**src/rtl/tduart_pkg.sv**
```systemverilog
// Package for the tick-driven UART: item codes, parity modes, register map
// and the request and response transaction structs. No dependencies.
package tduart_pkg;

   // Operation codes carried by a request transaction
   typedef enum logic [1:0] {
      OP_TICK = 2'd0,
      OP_SEND = 2'd1,
      OP_READ = 2'd2
   } op_type;

   // Transmit parity modes; mode three behaves as odd parity
   localparam logic [1:0] PARITY_NONE = 2'd0;
   localparam logic [1:0] PARITY_ODD  = 2'd1;
   localparam logic [1:0] PARITY_EVEN = 2'd2;

   // Register map: word index of each control register
   localparam int          CSR_ADDR_W   = 3;
   localparam logic        CSR_PARITY_IDX = 1'b0;

   // Width of the byte fields on both channels
   localparam int BYTE_W = 8;

   typedef struct packed {
      logic [1:0]        op;
      logic [BYTE_W-1:0] tx_byte;
      logic              rx_line;
   } req_type;

   typedef struct packed {
      logic              tx_line;
      logic              send_accepted;
      logic              rx_ready;
      logic [BYTE_W-1:0] rx_byte;
   } rsp_type;

endpackage

```
**src/rtl/tick_driven_uart_tx_rx.sv**
```systemverilog
// Tick-driven UART transmitter and receiver with an output register and an
// APB-style control port. Depends on tduart_pkg.
//
//   channel   direction  handshake          payload
//   req_      in         req_valid/stall    tduart_pkg::req_type (op, tx_byte, rx_line)
//   rsp_      out        rsp_valid/stall    tduart_pkg::rsp_type
//   control   in         psel/penable       paddr, pwdata, prdata, pready
//
// One transaction per clock cycle: each request updates the UART state in the
// cycle it is accepted and its response sits in the output register from the
// next cycle. The request side stalls only while a response is held and the
// response side stalls. Reset is synchronous and clears all control state;
// the transmit pin resets high and parity mode to none.
module tick_driven_uart_tx_rx #(
   parameter int DATA_BITS  = 8,
   parameter int FRAME_BITS = 11
) (
   input  logic                                clock,
   input  logic                                reset,
   input  logic                                req_valid,
   output logic                                req_stall,
   input  tduart_pkg::req_type                 req_data,
   output logic                                rsp_valid,
   input  logic                                rsp_stall,
   output tduart_pkg::rsp_type                 rsp_data,
   input  logic                                psel,
   input  logic                                penable,
   input  logic                                pwrite,
   input  logic [tduart_pkg::CSR_ADDR_W-1:0]   paddr,
   input  logic [31:0]                         pwdata,
   output logic [31:0]                         prdata,
   output logic                                pready
);
   import tduart_pkg::*;

   localparam int IDX_W = $clog2(FRAME_BITS + 1);
   localparam logic [IDX_W-1:0] FRAME_END = IDX_W'(FRAME_BITS);
   localparam logic [FRAME_BITS-1:0] DATA_MASK =
      {{(FRAME_BITS - DATA_BITS){1'b0}}, {DATA_BITS{1'b1}}};
   localparam logic [FRAME_BITS-1:0] ONE_BIT = {{(FRAME_BITS - 1){1'b0}}, 1'b1};

   // State registers and next values
   logic [1:0]            parity_mode_ff, parity_mode_in;
   logic [FRAME_BITS-1:0] tx_frame_ff, tx_frame_in;
   logic [IDX_W-1:0]      tx_bit_index_ff, tx_bit_index_in;
   logic                  tx_busy_ff, tx_busy_in;
   logic                  tx_pin_ff, tx_pin_in;
   logic [FRAME_BITS-1:0] rx_frame_ff, rx_frame_in;
   logic [IDX_W-1:0]      rx_bit_index_ff, rx_bit_index_in;
   logic                  rx_busy_ff, rx_busy_in;
   logic                  rx_ready_ff, rx_ready_in;
   logic                  rsp_valid_ff, rsp_valid_in;
   rsp_type               rsp_data_ff, rsp_data_in;

   logic                  req_fire;
   logic                  csr_write;
   logic [DATA_BITS-1:0]  send_data;
   logic                  parity_en;
   logic                  parity_bit;
   logic [FRAME_BITS-1:0] send_frame;
   logic [IDX_W-1:0]      tx_idx_next;
   logic [IDX_W-1:0]      rx_idx_next;

   assign req_stall = rsp_valid_ff & rsp_stall;
   assign req_fire  = req_valid & ~req_stall;
   assign rsp_valid = rsp_valid_ff;
   assign rsp_data  = rsp_data_ff;

   // Control port: always ready, one parity register
   assign pready    = 1'b1;
   assign csr_write = psel & penable & pwrite
                      & (paddr[CSR_ADDR_W-1] == CSR_PARITY_IDX);
   assign prdata    = (paddr[CSR_ADDR_W-1] == CSR_PARITY_IDX)
                      ? {30'd0, parity_mode_ff} : 32'd0;

   // Build the transmit frame: start, data LSB first, parity or stop, stops
   always_comb begin
      for (int j = 0; j < DATA_BITS; j++) begin
         send_data[j] = (j < BYTE_W) ? req_data.tx_byte[j % BYTE_W] : 1'b0;
      end
      parity_en  = (parity_mode_ff != PARITY_NONE);
      parity_bit = parity_mode_ff[0] ^ (^send_data);
      for (int i = 0; i < FRAME_BITS; i++) begin
         if (i == 0) begin
            send_frame[i] = 1'b0;
         end else if (i <= DATA_BITS) begin
            send_frame[i] = send_data[(i + DATA_BITS - 1) % DATA_BITS];
         end else if (i == DATA_BITS + 1) begin
            send_frame[i] = parity_en ? parity_bit : 1'b1;
         end else begin
            send_frame[i] = 1'b1;
         end
      end
   end

   assign tx_idx_next = tx_bit_index_ff + IDX_W'(1);
   assign rx_idx_next = rx_bit_index_ff + IDX_W'(1);

   // Next state and response for the accepted transaction
   always_comb begin
      parity_mode_in  = csr_write ? pwdata[1:0] : parity_mode_ff;
      tx_frame_in     = tx_frame_ff;
      tx_bit_index_in = tx_bit_index_ff;
      tx_busy_in      = tx_busy_ff;
      tx_pin_in       = tx_pin_ff;
      rx_frame_in     = rx_frame_ff;
      rx_bit_index_in = rx_bit_index_ff;
      rx_busy_in      = rx_busy_ff;
      rx_ready_in     = rx_ready_ff;
      rsp_data_in     = rsp_data_ff;
      rsp_valid_in    = rsp_valid_ff & rsp_stall;

      if (req_fire) begin
         rsp_valid_in              = 1'b1;
         rsp_data_in.send_accepted = 1'b0;
         rsp_data_in.rx_byte       = '0;
         case (req_data.op)
            OP_TICK: begin
               // advance the transmitter by one bit period
               if (tx_busy_ff) begin
                  tx_pin_in       = tx_frame_ff[0] & 1'b0
                                    | ((tx_frame_ff >> tx_bit_index_ff) & ONE_BIT) != '0;
                  tx_bit_index_in = tx_idx_next;
                  if (tx_idx_next >= FRAME_END) begin
                     tx_busy_in = 1'b0;
                  end
               end
               // sample the line, or detect a start bit while idle
               if (rx_busy_ff) begin
                  if (req_data.rx_line) begin
                     rx_frame_in = rx_frame_ff | (ONE_BIT << rx_bit_index_ff);
                  end
                  rx_bit_index_in = rx_idx_next;
                  if (rx_idx_next >= FRAME_END) begin
                     rx_frame_in = rx_frame_in & DATA_MASK;
                     rx_busy_in  = 1'b0;
                     rx_ready_in = 1'b1;
                  end
               end else if (!req_data.rx_line) begin
                  rx_frame_in     = '0;
                  rx_bit_index_in = '0;
                  rx_busy_in      = 1'b1;
               end
            end
            OP_SEND: begin
               // load a frame only while the transmitter is idle
               if (!tx_busy_ff) begin
                  tx_frame_in               = send_frame;
                  tx_bit_index_in           = '0;
                  tx_busy_in                = 1'b1;
                  rsp_data_in.send_accepted = 1'b1;
               end
            end
            OP_READ: begin
               rsp_data_in.rx_byte = rx_frame_ff[BYTE_W-1:0];
               rx_ready_in         = 1'b0;
            end
            default: begin
            end
         endcase
         rsp_data_in.tx_line  = tx_pin_in;
         rsp_data_in.rx_ready = rx_ready_in;
      end
   end

   // Hold state and the response register
   always_ff @(posedge clock) begin
      if (reset) begin
         parity_mode_ff  <= PARITY_NONE;
         tx_frame_ff     <= '0;
         tx_bit_index_ff <= '0;
         tx_busy_ff      <= 1'b0;
         tx_pin_ff       <= 1'b1;
         rx_frame_ff     <= '0;
         rx_bit_index_ff <= '0;
         rx_busy_ff      <= 1'b0;
         rx_ready_ff     <= 1'b0;
         rsp_valid_ff    <= 1'b0;
      end else begin
         parity_mode_ff  <= parity_mode_in;
         tx_frame_ff     <= tx_frame_in;
         tx_bit_index_ff <= tx_bit_index_in;
         tx_busy_ff      <= tx_busy_in;
         tx_pin_ff       <= tx_pin_in;
         rx_frame_ff     <= rx_frame_in;
         rx_bit_index_ff <= rx_bit_index_in;
         rx_busy_ff      <= rx_busy_in;
         rx_ready_ff     <= rx_ready_in;
         rsp_valid_ff    <= rsp_valid_in;
      end
   end

   always_ff @(posedge clock) begin
      rsp_data_ff <= rsp_data_in;
   end

   // A busy transmitter never points past its frame
   a_tx_index: assert property (@(posedge clock) disable iff (reset)
      tx_busy_ff |-> (tx_bit_index_ff < FRAME_END))
      else $error("transmit bit index beyond frame while busy");

   // A busy receiver never points past its frame
   a_rx_index: assert property (@(posedge clock) disable iff (reset)
      rx_busy_ff |-> (rx_bit_index_ff < FRAME_END))
      else $error("receive bit index beyond frame while busy");

   // A send to a busy transmitter is refused
   a_busy_send: assert property (@(posedge clock) disable iff (reset)
      (req_fire && req_data.op == OP_SEND && tx_busy_ff) |=> !rsp_data.send_accepted)
      else $error("send accepted while transmitter busy");

   // A read always leaves the ready flag clear
   a_read_clear: assert property (@(posedge clock) disable iff (reset)
      (req_fire && req_data.op == OP_READ) |=> (rsp_valid && !rsp_data.rx_ready))
      else $error("ready flag still set after read");

endmodule

```
**config.mk**
```make
export PLATFORM = sky130hd
export DESIGN_NAME = tick_driven_uart_tx_rx
export DESIGN_NICKNAME = d
export VERILOG_FILES = /design/src/rtl/tduart_pkg.sv /design/src/rtl/tick_driven_uart_tx_rx.sv
export SDC_FILE = /design/constraint.sdc
export NUM_CORES = 1
export LEC_CHECK = 0
export ABC_AREA = 1
export BUFFER_PORTS_ARGS = -buffer_cell sky130_fd_sc_hd__buf_2
export CAP_MARGIN = 15
export CORE_MARGIN = 2
export CORE_UTILIZATION = 31
export CTS_CLUSTER_SIZE = 8
export DETAILED_ROUTE_END_ITERATION = 10
export GPL_TIMING_DRIVEN = 1
export PLACE_DENSITY_LB_ADDON = 0.12
export SLEW_MARGIN = 5
export SYNTH_ARGS = -nofsm -noshare
export SYNTH_HDL_FRONTEND = slang
export SYNTH_SLANG_ARGS = --single-unit
export TNS_END_PERCENT = 10
```
**constraint.sdc**
```tcl
create_clock -name clock -period 1.9 [get_ports clock]
set_input_delay 0.095 -clock clock [delete_from_list [all_inputs] [get_ports clock]]
set_output_delay 0.095 -clock clock [all_outputs]
set_load 0.05 [all_outputs]
```
After elaboration in Yosys (flattened, before gate mapping)
Index checks and enable logic that the tools add are counted.
Cells by class
  add/subtract/negate cells: 2
  magnitude comparators: 2
  equality and inequality tests: 6
  shifts and indexed selects: 2
  mux-type cells: 24
  bitwise logic cells: 10
  reduce and logical (&&, ||, !) cells: 10
Operator list (number)
  11-bit 2-to-1 mux: 4
  4-bit 2-to-1 mux: 4
  1-bit 2-to-1 mux: 12
  11-bit OR: 1
  1-bit by 4-bit left shift with 11-bit output, first input constant: 1
  11-bit by 4-bit >> shifter with 1-bit output: 1
  4-bit by 1-bit adder with 4-bit output, second input constant: 2
  4-bit greater-or-equal comparator, second input constant: 2
  4-bit one-hot mux with 2 select lines: 1
  4-bit AND reduction: 2
  8-bit parity: 1
  3-bit AND reduction: 2
  1-bit AND: 5
  2-bit inequality test, second input constant: 2
  1-bit one-hot mux with 2 select lines: 2
  2-bit AND reduction: 2
  2-bit nonzero test: 2
  3-bit by 2-bit inequality test with 1-bit output, second input constant: 1
  1-bit NOT: 3
  2-bit by 1-bit == test with 1-bit output, second input constant: 1
  2-bit == test, second input constant: 1
  2-bit zero test: 1
  2-bit 2-to-1 mux: 1
  2-bit by 1-bit inequality test with 1-bit output, second input constant: 1
  1-bit bitwise XOR: 1
Storage, ports and cells
  bits in registers: 47
  logic and storage cells: 71

Logic depth before layout (Yosys ltp)
  depth in word-level cells: 5
  gate-level depth with buffers: 10

Worst setup path before layout
Ideal clock, no wire load.
  path type: register -> register
  start: reg rsp_valid_ff (netlist: rsp_valid)
  end: reg tx_frame_ff[8]
  setup time: 119 ps
  arrival: 1511 ps
  required time: 1781 ps
  slack: 270 ps
  cell stages (with the launch flop): 9
  clock period less this slack: 1630 ps
  path through: dfxtp_1 > nand2_2 > nand2_4 > clkinv_4 > nand2_2 > clkinv_2 > buf_6 > o21ai_0 > a21oi_1
Between the ends
  word-level cells in the longest chain between the ends: 4
Ends and longest elaborated chain
  from (decl): line tick_driven_uart_tx_rx.sv:52  | logic rsp_valid_ff, rsp_valid_in;
  from (signal assigned): line tick_driven_uart_tx_rx.sv:189  | rsp_valid_ff <= rsp_valid_in;
  1-bit AND: line tick_driven_uart_tx_rx.sv:64  | assign req_stall = rsp_valid_ff & rsp_stall;
  1-bit NOT: line tick_driven_uart_tx_rx.sv:65  | assign req_fire = req_valid & ~req_stall;
  1-bit AND: line tick_driven_uart_tx_rx.sv:65
  net req_fire: line tick_driven_uart_tx_rx.sv:55  | logic req_fire;
  3-bit AND reduction (no line)
  to (signal assigned): line tick_driven_uart_tx_rx.sv:181  | tx_frame_ff <= tx_frame_in;
  to (decl): line tick_driven_uart_tx_rx.sv:44  | logic [FRAME_BITS-1:0] tx_frame_ff, tx_frame_in;
The timed path passes the listed nets, and every way through them passes these cells.
A chain may end at the register's enable or synchronous reset.

Worst setup path after layout
  start: reg rx_bit_index_ff[0]
  end: reg rsp_data_ff, in the netlist rsp_data[8], data pin
Between the ends
  word-level cells in the longest chain between the ends: 5
Ends and longest elaborated chain
  from (decl): line tick_driven_uart_tx_rx.sv:49  | logic [IDX_W-1:0] rx_bit_index_ff, rx_bit_index_in;
  from (signal assigned): line tick_driven_uart_tx_rx.sv:186  | rx_bit_index_ff <= rx_bit_index_in;
  4-bit by 1-bit adder with 4-bit output: line tick_driven_uart_tx_rx.sv:97  | assign rx_idx_next = rx_bit_index_ff + IDX_W'(1);
  4-bit greater-or-equal comparator: line tick_driven_uart_tx_rx.sv:134  | if (rx_idx_next >= FRAME_END) begin
  1-bit 2-to-1 mux: line tick_driven_uart_tx_rx.sv:134
  1-bit 2-to-1 mux: line tick_driven_uart_tx_rx.sv:129  | if (rx_busy_ff) begin
  1-bit one-hot mux with 2 select lines: line tick_driven_uart_tx_rx.sv:117  | case (req_data.op)
  to (signal assigned): line tick_driven_uart_tx_rx.sv:194  | rsp_data_ff <= rsp_data_in;
  to (decl): line tick_driven_uart_tx_rx.sv:53  | rsp_type rsp_data_ff, rsp_data_in;
No other way between the ends.

==> results.py <==
metrics = {
    "clock_network": {
        "clk_latency_ns": 0.29,
        "cts_tree": "built",
        "cts_buffers": 5,
        "cts.clk_slew.worst_paths_ns": 0.09,
        "cts-htree-levels": 2,
        "cts_max_path_buffers": 2,
        "holdBufCountCts": 0,
        "cts_resized": 0,
        "post-cts-setup-buffers": 0,
        "cts_sinks": 44,
        "cts-root-buf": "clkbuf_8",
    },
    "floorplanning": {
        "ios": 99,
        "rows": 32,
        "start_util_pct": 31.6,
        "design.core.area_um2": 7610,
        "die_w_um": 92.0,
        "die_height_um": 92.0,
        "dieArea_um2": 8470,
    },
    "timing": {
        "final-setup-viol-count": 0,
        "clock_skew_ns": 0.00338,
        "drv_slew": 0,
        "hold_violations": 0,
        "tns_ns": 0,
        "rsz0062_at_grt": "no",
        "max_freq_mhz": 595,
        "finalCriticalPeriod_ns": 1.68,
        "min_period_over_period_pct": 88.5,
    },
    "setup_path": {
        "r2r_cells": 8,
        "r2r-start": "rx_bit_index_ff[0]",
        "cp-start-kind": "flip-flop",
        "critPathMaxFanout": 4,
        "rr_endpoint": "rsp_data[8]",
        "arrival_ns": 1.74,
        "cp.required_ns": 1.96,
        "critPathKind": "flip-flop to flip-flop",
        "rrSetupSlack_ns": 0.22,
        "end_kind": "flip-flop",
    },
    "hold_path": {
        "min_path_type": "primary input to flip-flop",
        "hold_end": "rsp_valid",
        "whs_path_depth": 3,
        "hold_start": "req_valid",
    },
    "layout": {
        "layout_commonest_cell": "nand2_1",
        "final_cell_mix": "nand2_1 (59), inv_1 (39), buf_2 (35)",
        "num_antenna_cells": 0,
        "final_area_um2": 2670,
        "finalNetCount": 412,
        "utilization_pct": 35.1,
        "final_cells": 453,
        "syn_to_final_growth_pct": 11.1,
        "drive_gt1_share_pct": 16.5,
    },
    "yosys": {
        "synth_cells": 314,
        "synth-warning-count": 0,
        "synth_top_family_by_area": "simple AND/OR/NAND/NOR gates",
        "ys_types": 31,
        "synth_area_per_cell_um2": 7.65,
        "synthAdderAreaFrac_pct": 4.69,
        "synth_edf_count": 11,
        "post_synth_mux_area_share_pct": 0,
        "synth-compound-area-share_pct": 11.0,
        "synthFlopType": "dfxtp_1",
        "async_reset_ff_share_pct": 0,
        "ys_ff_latch": 44,
        "synthSimpleGateAreaFrac_pct": 23.3,
        "synth.yosys.seq_area_share_pct": 41.3,
        "synth_xor_area_share_pct": 1.09,
        "syn_area_um2": 2400,
    },
    "placed_design": {
        "io_buffer_count": 35,
        "gp_congestion": 0.726,
        "dp_cells": 445,
        "place_area_um2": 2550,
        "hpwl_mm": 3.32,
    },
    "detailed_routing": {
        "drc": 0,
        "drtIter0Drc": 50,
        "wire_per_inst_um": 9.46,
        "num_vias": 1823,
        "dr.pass1.iters": 4,
        "routed_via_density": 4.02,
        "drt_wl_total_mm": 4.29,
        "antenna_left": 0,
    },
    "power_and_ir_drop": {
        "p_leak_nw": 1.26,
        "power_density_nw_per_um2": 794,
        "pwr-share-seq_pct": 47.6,
        "peakVddDrop_v": 0.000292,
        "p_int_mw": 1.46,
        "p_sw_uw": 661,
        "clkPwrFrac_pct": 34.9,
        "p_comb_share_pct": 17.5,
        "sw_frac_of_total_pct": 31.2,
    },
    "global_routing": {
        "grt_first_pass_wirelength_mm": 7.67,
        "first_global_vias": 1706,
        "grt-ovfl-total": 0,
        "track_usage_pct": 11.1,
        "grt_max_degree": 17,
        "antenna_found_initial": 0,
    },
    "flow_run": {
        "cap_viol_max_count": 0,
    },
    "status": {
        "status": "finished, final reports clean",
    },
}
## area by class of cell
class	instances	area [um^2]
clock buffer	5	68.8
sequential	44	991
tap	102	128
clock inverter	3	47.5
timing repair buffer	36	183
inverter	44	171
multi-input combinational	219	1080
fill	835	4940
## worst max-delay path by stage
| stage | from | end | slack (ns) |
|---|---|---|---|
| CTS | rx_bit_index_ff[0] | rsp_data[8] | 0.20 |
| finish | rx_bit_index_ff[0] | rsp_data[8] | 0.22 |
| floorplan | rsp_valid | tx_frame_ff[8] | 0.27 |
| global route | rsp_valid | tx_bit_index_ff[1] | 0.06 |
| detailed placement | rx_bit_index_ff[0] | rsp_data[8] | 0.21 |
| global placement | rx_bit_index_ff[0] | rsp_data[8] | 0.21 |
## power groups by stage
| stage | clock (mW) | combinational, mW | sequential, mW |
|---|---|---|---|
| after global routing | 0.797 | 0.408 | 1.01 |
| after global placement | 0 | 0.371 | 1.03 |
| final | 0.739 | 0.372 | 1.01 |
| after floorplan | 0 | 0.308 | 1.08 |
| after CTS | 0.763 | 0.376 | 1.01 |
| after detailed placement | 0 | 0.375 | 1.03 |
## worst max-delay path, stage by stage, from the launching register on
cell,delay [ns]
dfxtp_1,0.35
ha_1,0.23
ha_1,0.27
inv_1,0.05
or2_2,0.28
nand4_1,0.10
nand2_1,0.05
nand2_1,0.07
inv_1,0.05
## routing by layer
layer	share of wire (%)	global-route usage, %
met5	0	0
met3	5.1	2.79
met2	46	18.1
met1	47	14.4
met4	1.4	3.73
## cell usage after synthesis, types with 2 or more instances
cell type,n,area [um^2]
nor2_1,33,124
o21ai_0,17,85.1
conb_1,2,7.51
edfxtp_1,11,330
nand4_1,2,12.5
xor2_1,3,26.3
a211oi_1,2,15.0
ha_1,9,113
nand3_1,22,110
dfxtp_1,33,661
inv_2,2,7.51
buf_6,2,22.5
buf_2,2,10.0
nand2_1,59,221
inv_1,39,146
nand2_2,2,12.5
nand2_4,2,22.5
a21oi_1,29,145
buf_4,31,233
## cells by family (layout without fill, tap and decap cells)
logic type	Yosys count	count (layout)
buffers and inverters	80	88
adder cells (fa/ha/maj)	9	9
AO/OA/AOI/OAI	50	50
XOR/XNOR	3	3
AND/OR/NAND/NOR	126	126
flip-flops	44	44
other	2	31
## through the flow
| step | setup WS [ns] | total power [mW] | hold WS [ns] |
|---|---|---|---|
| after floorplan | 0.270 | 1.38 | 0.173 |
| after global placement | 0.214 | 1.40 | 0.353 |
| after detailed placement | 0.212 | 1.41 | 0.370 |
| after CTS | 0.200 | 2.15 | 0.0540 |
| after global routing | 0.0613 | 2.22 | 0.0737 |
| final | 0.219 | 2.12 | 0.0604 |
## registers in the layout, indices dropped and copies added (netlist names)
signal	cells
parity_mode_ff	2
rsp_data	11
rsp_valid	1
rx_bit_index_ff	4
rx_busy_ff	1
rx_frame_ff	8
rx_ready_ff	1
tx_bit_index_ff	4
tx_busy_ff	1
tx_frame_ff	10
tx_pin_ff	1
Power figures use the tool's default switching activity.
